==> config.mk <==
export PLATFORM = sky130hd
export DESIGN_NAME = key_debounce_repeat_commands_unit
export DESIGN_NICKNAME = d
export VERILOG_FILES = /design/src/rtl/kdr_pkg.sv /design/src/rtl/key_debounce_repeat_commands_unit.sv /design/src/rtl/kdr_lane.sv /design/src/rtl/kdr_merge.sv
export SDC_FILE = /design/constraint.sdc
export NUM_CORES = 1
export LEC_CHECK = 0
export BUFFER_PORTS_ARGS = -buffer_cell sky130_fd_sc_hd__buf_4
export CORE_MARGIN = 3
export CORE_UTILIZATION = 58
export CTS_BUF_LIST = sky130_fd_sc_hd__clkbuf_16
export DETAILED_ROUTE_END_ITERATION = 16
export PLACE_DENSITY = 0.81
export SYNTH_ARGS = -nofsm -noshare
export SYNTH_HDL_FRONTEND = slang
export SYNTH_SLANG_ARGS = --single-unit
==> constraint.sdc <==
create_clock -name clock -period 4.65 [get_ports clock]
set_clock_uncertainty 0.05 [all_clocks]
set_input_delay 0.465 -clock clock [delete_from_list [all_inputs] [get_ports clock]]
set_output_delay 0.465 -clock clock [all_outputs]
set_load 0.02 [all_outputs]
==> src/rtl/kdr_pkg.sv <==
// Package for the key debounce and repeat command unit.
// Holds the key count, register indexes, command codes and the lane result struct.
// No dependencies.
package kdr_pkg;

   // Number of keys, one lane per key.
   localparam int unsigned NumKeys = 4;

   // Lane positions of the four keys.
   localparam int unsigned KeySelect = 0;
   localparam int unsigned KeyAbort  = 1;
   localparam int unsigned KeyPrev   = 2;
   localparam int unsigned KeyNext   = 3;

   // Configuration register indexes.
   localparam logic [1:0] RegRepeatStart = 2'd0;
   localparam logic [1:0] RegRepeatNext  = 2'd1;
   localparam logic [1:0] RegInvert      = 2'd2;

   // Configuration reset values.
   localparam logic [7:0] RepeatStartReset = 8'd50;
   localparam logic [7:0] RepeatNextReset  = 8'd20;
   localparam logic       InvertReset      = 1'b1;

   // Command codes delivered with each item.
   typedef enum logic [2:0] {
      CMD_NONE         = 3'd0,
      CMD_SELECT       = 3'd1,
      CMD_ABORT        = 3'd2,
      CMD_SELECT_LONG  = 3'd3,
      CMD_ABORT_LONG   = 3'd4,
      CMD_PREVIOUS     = 3'd5,
      CMD_NEXT         = 3'd6
   } kdr_cmd_type;

   // What one lane found on this item.
   typedef struct packed {
      logic short_hit;
      logic long_hit;
   } kdr_hit_type;

endpackage

==> src/rtl/key_debounce_repeat_commands_unit.sv <==
// Key debounce and repeat command unit: one result per item. Each accepted
// item's result is registered in the single result register, which holds while
// stalled; throughput is one item per cycle while that register is not stalled.
// Synchronous active-high reset clears the debounce, flag and countdown state and
// loads the configuration defaults. Depends on kdr_pkg, kdr_lane and kdr_merge.
module key_debounce_repeat_commands_unit (
   input  logic       clock,
   input  logic       reset,
   input  logic       req_valid,
   output logic       req_ready,
   input  logic [3:0] req_raw_keys,
   output logic       rsp_valid,
   input  logic       rsp_ready,
   output logic [2:0] rsp_command,
   output logic [3:0] rsp_debounced_keys,
   input  logic       csr_write_enable,
   input  logic [1:0] csr_index,
   input  logic [7:0] csr_write_data
);

   logic [7:0] start_ff, start_in;
   logic [7:0] next_ff, next_in;
   logic       invert_ff, invert_in;
   logic       rsp_valid_ff, rsp_valid_in;
   logic [2:0] rsp_command_ff, rsp_command_in;
   logic [3:0] rsp_keys_ff, rsp_keys_in;
   logic       accept;
   logic       expire;
   logic [kdr_pkg::NumKeys-1:0]           db_next;
   kdr_pkg::kdr_hit_type [kdr_pkg::NumKeys-1:0] hits;
   kdr_pkg::kdr_cmd_type                  command;

   // Configuration registers.
   always_comb begin
      start_in  = start_ff;
      next_in   = next_ff;
      invert_in = invert_ff;
      if (csr_write_enable) begin
         case (csr_index)
            kdr_pkg::RegRepeatStart: start_in  = csr_write_data;
            kdr_pkg::RegRepeatNext:  next_in   = csr_write_data;
            kdr_pkg::RegInvert:      invert_in = csr_write_data[0];
            default: ;
         endcase
      end
   end

   always_ff @(posedge clock) begin
      if (reset) begin
         start_ff  <= kdr_pkg::RepeatStartReset;
         next_ff   <= kdr_pkg::RepeatNextReset;
         invert_ff <= kdr_pkg::InvertReset;
      end else begin
         start_ff  <= start_in;
         next_ff   <= next_in;
         invert_ff <= invert_in;
      end
   end

   // An item enters whenever the result register is empty or being drained.
   assign req_ready = ~rsp_valid_ff | rsp_ready;
   assign accept    = req_valid & req_ready;

   // One lane per key; previous and next use the step-key flag rules.
   for (genvar k = 0; k < kdr_pkg::NumKeys; k++) begin : g_lane
      kdr_lane u_lane (
         .clock    (clock),
         .reset    (reset),
         .enable   (accept),
         .step_key ((k == kdr_pkg::KeyPrev) || (k == kdr_pkg::KeyNext)),
         .raw_key  (req_raw_keys[k]),
         .invert   (invert_ff),
         .expire   (expire),
         .db_next  (db_next[k]),
         .hit      (hits[k])
      );
   end

   kdr_merge u_merge (
      .clock        (clock),
      .reset        (reset),
      .enable       (accept),
      .start_delay  (start_ff),
      .repeat_next  (next_ff),
      .db_next      (db_next),
      .hits         (hits),
      .expire       (expire),
      .command      (command)
   );

   // Result register.
   always_comb begin
      rsp_valid_in   = accept | (rsp_valid_ff & ~rsp_ready);
      rsp_command_in = accept ? command : rsp_command_ff;
      rsp_keys_in    = accept ? db_next : rsp_keys_ff;
   end

   always_ff @(posedge clock) begin
      if (reset) begin
         rsp_valid_ff <= 1'b0;
      end else begin
         rsp_valid_ff <= rsp_valid_in;
      end
   end

   always_ff @(posedge clock) begin
      rsp_command_ff <= rsp_command_in;
      rsp_keys_ff    <= rsp_keys_in;
   end

   assign rsp_valid          = rsp_valid_ff;
   assign rsp_command        = rsp_command_ff;
   assign rsp_debounced_keys = rsp_keys_ff;

endmodule

==> src/rtl/kdr_lane.sv <==
// One key lane: vertical counter debounce, press detect and flag consumption.
// Depends on kdr_pkg for the lane result struct.
module kdr_lane (
   input  logic                  clock,
   input  logic                  reset,
   input  logic                  enable,
   input  logic                  step_key,
   input  logic                  raw_key,
   input  logic                  invert,
   input  logic                  expire,
   output logic                  db_next,
   output kdr_pkg::kdr_hit_type  hit
);

   logic db_ff, db_in;
   logic cl_ff, cl_in;
   logic ch_ff, ch_in;
   logic press_ff, press_in;
   logic rep_ff, rep_in;
   logic level, diff, toggle, press_set, rep_set;

   // Two-bit vertical counter; the level toggles after four agreeing items.
   always_comb begin
      level  = raw_key ^ invert;
      diff   = db_ff ^ level;
      cl_in  = ~(cl_ff & diff);
      ch_in  = cl_in ^ (ch_ff & diff);
      toggle = diff & cl_in & ch_in;
      db_in  = db_ff ^ toggle;
   end

   assign db_next = db_in;

   // Flags after press detect and repeat latch, then consumed by the decoder.
   always_comb begin
      press_set = press_ff | (db_in & toggle);
      rep_set   = rep_ff | (expire & db_in);
      hit       = '0;
      if (step_key) begin
         // Previous and next: a press is taken first, the repeat only without one.
         hit.short_hit = press_set | rep_set;
         press_in      = 1'b0;
         rep_in        = rep_set & press_set;
      end else begin
         // Select and abort: short on release, long when a repeat meets a press.
         hit.short_hit = press_set & ~db_in;
         hit.long_hit  = press_set & db_in & rep_set;
         press_in      = press_set & db_in & ~rep_set;
         rep_in        = 1'b0;
      end
   end

   // Lane state advances on each accepted item.
   always_ff @(posedge clock) begin
      if (reset) begin
         db_ff    <= 1'b0;
         cl_ff    <= 1'b0;
         ch_ff    <= 1'b0;
         press_ff <= 1'b0;
         rep_ff   <= 1'b0;
      end else if (enable) begin
         db_ff    <= db_in;
         cl_ff    <= cl_in;
         ch_ff    <= ch_in;
         press_ff <= press_in;
         rep_ff   <= rep_in;
      end
   end

endmodule

==> src/rtl/kdr_merge.sv <==
// Merge stage: shared repeat countdown and command selection over the lanes.
// Depends on kdr_pkg for key positions, command codes and the lane result struct.
module kdr_merge (
   input  logic                                  clock,
   input  logic                                  reset,
   input  logic                                  enable,
   input  logic [7:0]                            start_delay,
   input  logic [7:0]                            repeat_next,
   input  logic [kdr_pkg::NumKeys-1:0]           db_next,
   input  kdr_pkg::kdr_hit_type [kdr_pkg::NumKeys-1:0] hits,
   output logic                                  expire,
   output kdr_pkg::kdr_cmd_type                  command
);

   logic [7:0] count_ff, count_in;
   logic [7:0] count_base, count_dec;

   // Countdown restarts while no key is held and reloads when it expires.
   always_comb begin
      count_base = (db_next == '0) ? start_delay : count_ff;
      count_dec  = count_base - 8'd1;
      expire     = (count_dec == 8'd0);
      count_in   = expire ? repeat_next : count_dec;
   end

   always_ff @(posedge clock) begin
      if (reset) begin
         count_ff <= 8'd0;
      end else if (enable) begin
         count_ff <= count_in;
      end
   end

   // The last applicable command in decode order wins.
   always_comb begin
      if (hits[kdr_pkg::KeyNext].short_hit) begin
         command = kdr_pkg::CMD_NEXT;
      end else if (hits[kdr_pkg::KeyPrev].short_hit) begin
         command = kdr_pkg::CMD_PREVIOUS;
      end else if (hits[kdr_pkg::KeyAbort].long_hit) begin
         command = kdr_pkg::CMD_ABORT_LONG;
      end else if (hits[kdr_pkg::KeySelect].long_hit) begin
         command = kdr_pkg::CMD_SELECT_LONG;
      end else if (hits[kdr_pkg::KeyAbort].short_hit) begin
         command = kdr_pkg::CMD_ABORT;
      end else if (hits[kdr_pkg::KeySelect].short_hit) begin
         command = kdr_pkg::CMD_SELECT;
      end else begin
         command = kdr_pkg::CMD_NONE;
      end
   end

endmodule
* Word-level counts from Yosys, hierarchy flattened
Cells that the tools add are included.
Operators by class: bitwise logic cells 70, add/sub/neg operators 1, multiplexer cells 7, reduce and logical (&&, ||, !) cells 7, equality and inequality tests 2
Operators by type and width (count):
- $and A1 B1 Y1 | 36
- $mux W8 | 2
- $xor A1 B1 Y1 | 16
- $not A1 Y1 | 10
- $logic_not A8 Y1 | 1
- $or A1 B1 Y1 | 8
- $sub A8 B1 Y8 const B | 1
- $mux W3 | 2
- $reduce_and A2 Y1 | 3
- $logic_not A4 Y1 | 1
- $mux W2 | 2
- $reduce_or A3 Y1 | 1
- $eq A2 B1 Y1 const B | 1
- $eq A2 B2 Y1 const B | 1
- $logic_not A2 Y1 | 1
- $mux W1 | 1
Storage, ports and cells: register bits after elaboration 49, output and inout bits 9, input bits 19

* Depth between registers and ports, before layout
word-level depth 16, mapped depth 16, depth with buffers taken out 15

* Modules after synthesis
From an unflattened synthesis, not the netlist that was laid out.
Unflattened totals: cell total of the unflattened synthesis 329, area total of the unflattened synthesis 3001.6 um^2
Modules (own cells, without submodules):
- kdr_lane | area an instance 302.8 um^2, cells an instance 35, sequential area each 100.1 um^2, instances 4
- key_debounce_repeat_commands_unit | area an instance 991.0 um^2, cells an instance 86, sequential area each 570.5 um^2, instances 1
- kdr_merge | area an instance 799.5 um^2, cells an instance 103, sequential area each 160.2 um^2, instances 1

* Worst setup path before layout
Ideal clock, no wire load.
kind input -> register, start point in req_raw_keys[2], end point reg rsp_command_ff[0], in the netlist rsp_command[0], data pin, arrival time 3649 ps, buffers on the path 1, stages 16, setup slack 821 ps, cells stage by stage xnor2_1 > xnor2_1 > nor2b_1 > nor2b_1 > ha_1 > nand4_2 > mux2i_1 > ha_1 > nor3b_1 > xnor2_1 > mux2_2 > o211ai_1 > or3_1 > buf_6 > a2111oi_4 > o21a_1
On the way: longest elaborated chain between the ends 16, elaborated cells between the ends (all ways) 27, classes of those cells add/sub: 1; mux: 4; bitwise: 20; reduce/logical: 2
RTL lines:
- start, declared | line key_debounce_repeat_commands_unit.sv:11 | input logic [3:0] req_raw_keys,
- $xor A1 B1 Y1 * | line kdr_lane.sv:24 | level = raw_key ^ invert;
- $xor A1 B1 Y1 * | line kdr_lane.sv:25 | diff = db_ff ^ level;
- $and A1 B1 Y1 | line kdr_lane.sv:26 | cl_in = ~(cl_ff & diff);
- $not A1 Y1 | line kdr_lane.sv:26
- $and A1 B1 Y1 / $xor A1 B1 Y1 (equally long branches) | line kdr_lane.sv:28, kdr_lane.sv:27
- $and A1 B1 Y1 * | line kdr_lane.sv:28 | toggle = diff & cl_in & ch_in;
- $xor A1 B1 Y1 | line kdr_lane.sv:29 | db_in = db_ff ^ toggle;
- $logic_not A4 Y1 | line kdr_merge.sv:20 | count_base = (db_next == '0) ? start_delay : count_ff;
- $mux W8 | line kdr_merge.sv:20
- $sub A8 B1 Y8 | line kdr_merge.sv:21 | count_dec = count_base - 8'd1;
- $logic_not A8 Y1 | line kdr_merge.sv:22 | expire = (count_dec == 8'd0);
- $and A1 B1 Y1 | line kdr_lane.sv:37 | rep_set = rep_ff | (expire & db_in);
- $and A1 B1 Y1 | line kdr_lane.sv:47 | hit.long_hit = press_set & db_in & rep_set;
- $mux W3 | line kdr_merge.sv:42 | end else if (hits[kdr_pkg::KeySelect].long_hit) begin
- $mux W2 | line kdr_merge.sv:40 | end else if (hits[kdr_pkg::KeyAbort].long_hit) begin
- $mux W2 | line kdr_merge.sv:38 | end else if (hits[kdr_pkg::KeyPrev].short_hit) begin
- end signal, assigned | line key_debounce_repeat_commands_unit.sv:107 | rsp_command_ff <= rsp_command_in;
- end, declared | line key_debounce_repeat_commands_unit.sv:25 | logic [2:0] rsp_command_ff, rsp_command_in;
Mark *: on every way between the ends. The rest lies on a longest branch, timed or not. A chain may end at the register's enable or synchronous reset.

* Worst setup path in the final report
start point reg g_lane[2].u_lane.db_ff, end point reg rsp_command_ff[0], in the netlist rsp_command[0], data pin
On the way: longest elaborated chain between the ends 15, elaborated cells between the ends (all ways) 26, classes of those cells add/sub: 1; mux: 4; bitwise: 19; reduce/logical: 2
RTL lines:
- start, declared | line kdr_lane.sv:15 | logic db_ff, db_in;
- start signal, assigned | line kdr_lane.sv:62 | db_ff <= db_in;
- $xor A1 B1 Y1 | line kdr_lane.sv:25
- $and A1 B1 Y1 | line kdr_lane.sv:26
- $not A1 Y1 | line kdr_lane.sv:26
- $and A1 B1 Y1 / $xor A1 B1 Y1 (equally long branches) | line kdr_lane.sv:28, kdr_lane.sv:27
- $and A1 B1 Y1 | line kdr_lane.sv:28
- $xor A1 B1 Y1 | line kdr_lane.sv:29
- $logic_not A4 Y1 | line kdr_merge.sv:20
- $mux W8 | line kdr_merge.sv:20
- $sub A8 B1 Y8 | line kdr_merge.sv:21
- $logic_not A8 Y1 | line kdr_merge.sv:22
- $and A1 B1 Y1 | line kdr_lane.sv:37
- $and A1 B1 Y1 | line kdr_lane.sv:47
- $mux W3 | line kdr_merge.sv:42
- $mux W2 | line kdr_merge.sv:40
- $mux W2 | line kdr_merge.sv:38
Several ways; a longest one is shown, not always the timed one.

==> metrics.txt <==
outcome completed; endpoints failing hold 0; Worst-Margin Slew 1.14 ns; Final setup viols 0; Boundary Pins 28; Post-Synthesis Cell Area around 2500 um2; Max Transition Viols Final 0; Cell Chain, Critical Path xnor2_1 -> xnor2_1 -> nor2b_1 -> nor2b_1 -> ha_1 -> nand4_2 -> mux2i_1 -> ha_1 -> nor3b_1 -> xnor2_1 -> mux2_2 -> o211ai_1 -> or3_1 -> a2111oi_4 -> o21a_1; hold path depth 2; ys flop type dfxtp_1; cell internal pwr 863 uW; CP Class flop to flop; Power Total 1.25 mW; RSZ-0062 raised after global routing no; Clk Latency, worst-skew pair between 0.2 and 0.3 ns; # Post-CTS Setup Buffers 0; Max Clk Rate ~240 MHz; largest net degree at the start of global routing 44; Die Width 71.1 um; synth unique cells 44; cells after synthesis 267; PD cells between 400 and 500 nW/um2; Critical Path End Type flop; number of synthesized register bits 49; GP Congestion approximately 0.90; # DRC 0; cell repeated most along the worst path xnor2_1; crit path max fanout 7; GRT Total Usage 21.4%; CTS sink cnt 49; CTS tree built; fin nets 316; setup_tns 0 ns; starting density of the core 60.6%; Clk pin slew, worst setup/hold paths 0.06 ns; # port buffers 27; maximum vdd ir drop roughly 270 uV; post-CTS resize count 0; P_leak around 1.2 nW; arrival time at the worst endpoint 4.31 ns; DR pass1 iterations 4; sequential element share of the synthesized area 42.7%; largest stage delay on the critical path 0.50 ns; clock power share 30.3%; share of the synthesized area in the top cell type 34.2%; Net Sw Power 385 uW; area leader, netlist dfxtp_1; count leader, synth dfxtp_1; hold crit path type input port to flop; Worst R2R Path Depth 15; total core area 4060 um2; Starting DRT DRC Count 169; Net Sw Frac 30.8%; sequential share of power 40.8%; Max Cap Violations 0; Ant. Diodes 0; Die Area 5060 um2; number of cell rows 23; ys async rst share 0%; Vias 1984; fraction of final layout cells sized beyond drive strength 1 15.4%; die height 71.1 um; Req. time, crit path roughly 4.8 ns; Final Cycle Share 90.4%; Logic pwr share 28.9%; CTS Buf Count 5; synthesis-to-finish area growth 15.8%; vias per cell 5.80; most frequent cells after synthesis 42 x dfxtp_1, 40 x nor2_1, 18 x mux2i_1; Post-DP HPWL ~3500 um; hold_buf cts 0; min cycle time layout approximately 4.2 ns; global-route wire length before repair 8690 um; Total Routed Length 5030 um; Max H-tree Level 2; top area cells in the synthesized netlist dfxtp_1 34%, edfxtp_1 8.5%, mux2i_1 7.3%; slowest CP cell or3_1; Syn Nets 292; antenna violations before repair 0; worst relative slew slack roughly a quarter; startpoint type of the worst setup path flop; CTS Root Cell clkbuf_16; Fill cells 326; Post-synth EDFFs 7; global route overflow 0; routed len/inst 14.7 um; DRT antenna net count 0; number of global-route vias before repair between 1500 and 2000; Max Buffers Root-to-Sink 2; Avg Cell Area, Syn 9.21 um2; Ys Warns 0
[registers in the layout, indices dropped and copies added (netlist names), 2 cells and up]
signal / flops
next_ff: 8
start_ff: 8
u_merge.count_ff: 8
g_lane.u_lane.ch_ff: 4
g_lane.u_lane.cl_ff: 4
g_lane.u_lane.db_ff: 4
rsp_debounced_keys: 4
rsp_command: 3
g_lane.u_lane.press_ff: 2
g_lane.u_lane.rep_ff: 2
[path summary, 6_finish.rpt]
path,start,endpoint,slack (ns)
setup reg to reg,g_lane[2].u_lane.db_ff,rsp_command[0],0.45
hold / removal,csr_write_data[1],start_ff[1],0.34
setup / recovery,g_lane[2].u_lane.db_ff,rsp_command[0],0.45
hold reg to reg,g_lane[3].u_lane.ch_ff,g_lane[3].u_lane.ch_ff,0.42
[cells by family (layout without fill, tap and decap cells)]
kind of cell / Yosys count / after routing / share of synthesized area (%)
simple gates: 97 / 97 / 20.9
flops: 49 / 49 / 42.7
xor+xnor: 14 / 14 / 4.98
buf+inv: 29 / 54 / 4.73
compound gates: 53 / 53 / 15.8
fa+ha+maj: 6 / 6 / 3.05
mux: 19 / 19 / 7.78
[worst max-delay path, delay by kind of cell (launching register included)]
kind | cells | cell delay, ns
xor gates and xnor gates | 3 | 0.48
adders and majority gates | 2 | 0.66
AOI/OAI and AO/OA | 3 | 0.71
DFF | 1 | 0.33
and+or+nand+nor | 5 | 1.33
muxes | 2 | 0.52
[layout by cell type, fill, tap and decap left out, types with 4 or more instances in the layout]
cell / synthesis / final
a211o_1: 5 / 5
a211oi_1: 7 / 7
a21oi_1: 13 / 13
a311oi_1: 7 / 7
buf_4: 0 / 30
clkbuf_16: 0 / 6
dfxtp_1: 42 / 42
edfxtp_1: 7 / 7
ha_1: 6 / 6
inv_1: 15 / 16
mux2i_1: 18 / 18
nand2_1: 6 / 6
nand3_1: 5 / 5
nor2_1: 40 / 40
nor2b_1: 11 / 11
nor3_1: 11 / 11
nor3b_1: 4 / 4
o21ai_0: 6 / 6
xnor2_1: 13 / 13
[per-stage QoR]
step	cell area, um2	hold WS, ns	cells	worst slack, ns	utilization (%)
floorplan	2460	0.385	267	0.821	-
global placement	2690	0.396	334	0.431	66.3
detailed placement	2690	0.413	334	0.299	66.3
CTS	2850	0.337	342	0.454	70.2
global route	2850	0.348	342	0.0954	70.2
finish	2850	0.341	342	0.447	70.2
[power groups by stage]
| stage | Sequential [mW] | Clock (mW) | Combinational (mW) |
|---|---|---|---|
| after floorplan | 0.523 | 0 | 0.264 |
| after global placement | 0.516 | 0 | 0.349 |
| after detailed placement | 0.518 | 0 | 0.355 |
| after CTS | 0.509 | 0.380 | 0.361 |
| after global routing | 0.514 | 0.399 | 0.404 |
| final | 0.509 | 0.378 | 0.361 |
[metal layers]
layer	part of all wire, %	vias to the layer above	track usage [%]
li1	-	1002	-
met2	47	48	34.2
met4	1.6	0	7.72
met5	0	-	0
met1	47	925	28.9
met3	5.0	9	4.26
[cell type report]
cell class / count / area (um2) / area share (%)
multi-input cells: 189 / 1290 / 45.4
flip-flops and latches: 49 / 1050 / 36.9
repair buffers: 30 / 225 / 7.91
clock buffers: 6 / 150 / 5.27
well taps: 50 / 62.6 / 2.20
inverters: 16 / 60.1 / 2.11
clock inverters: 2 / 7.51 / 0.264
Power figures use the tool's default switching activity.
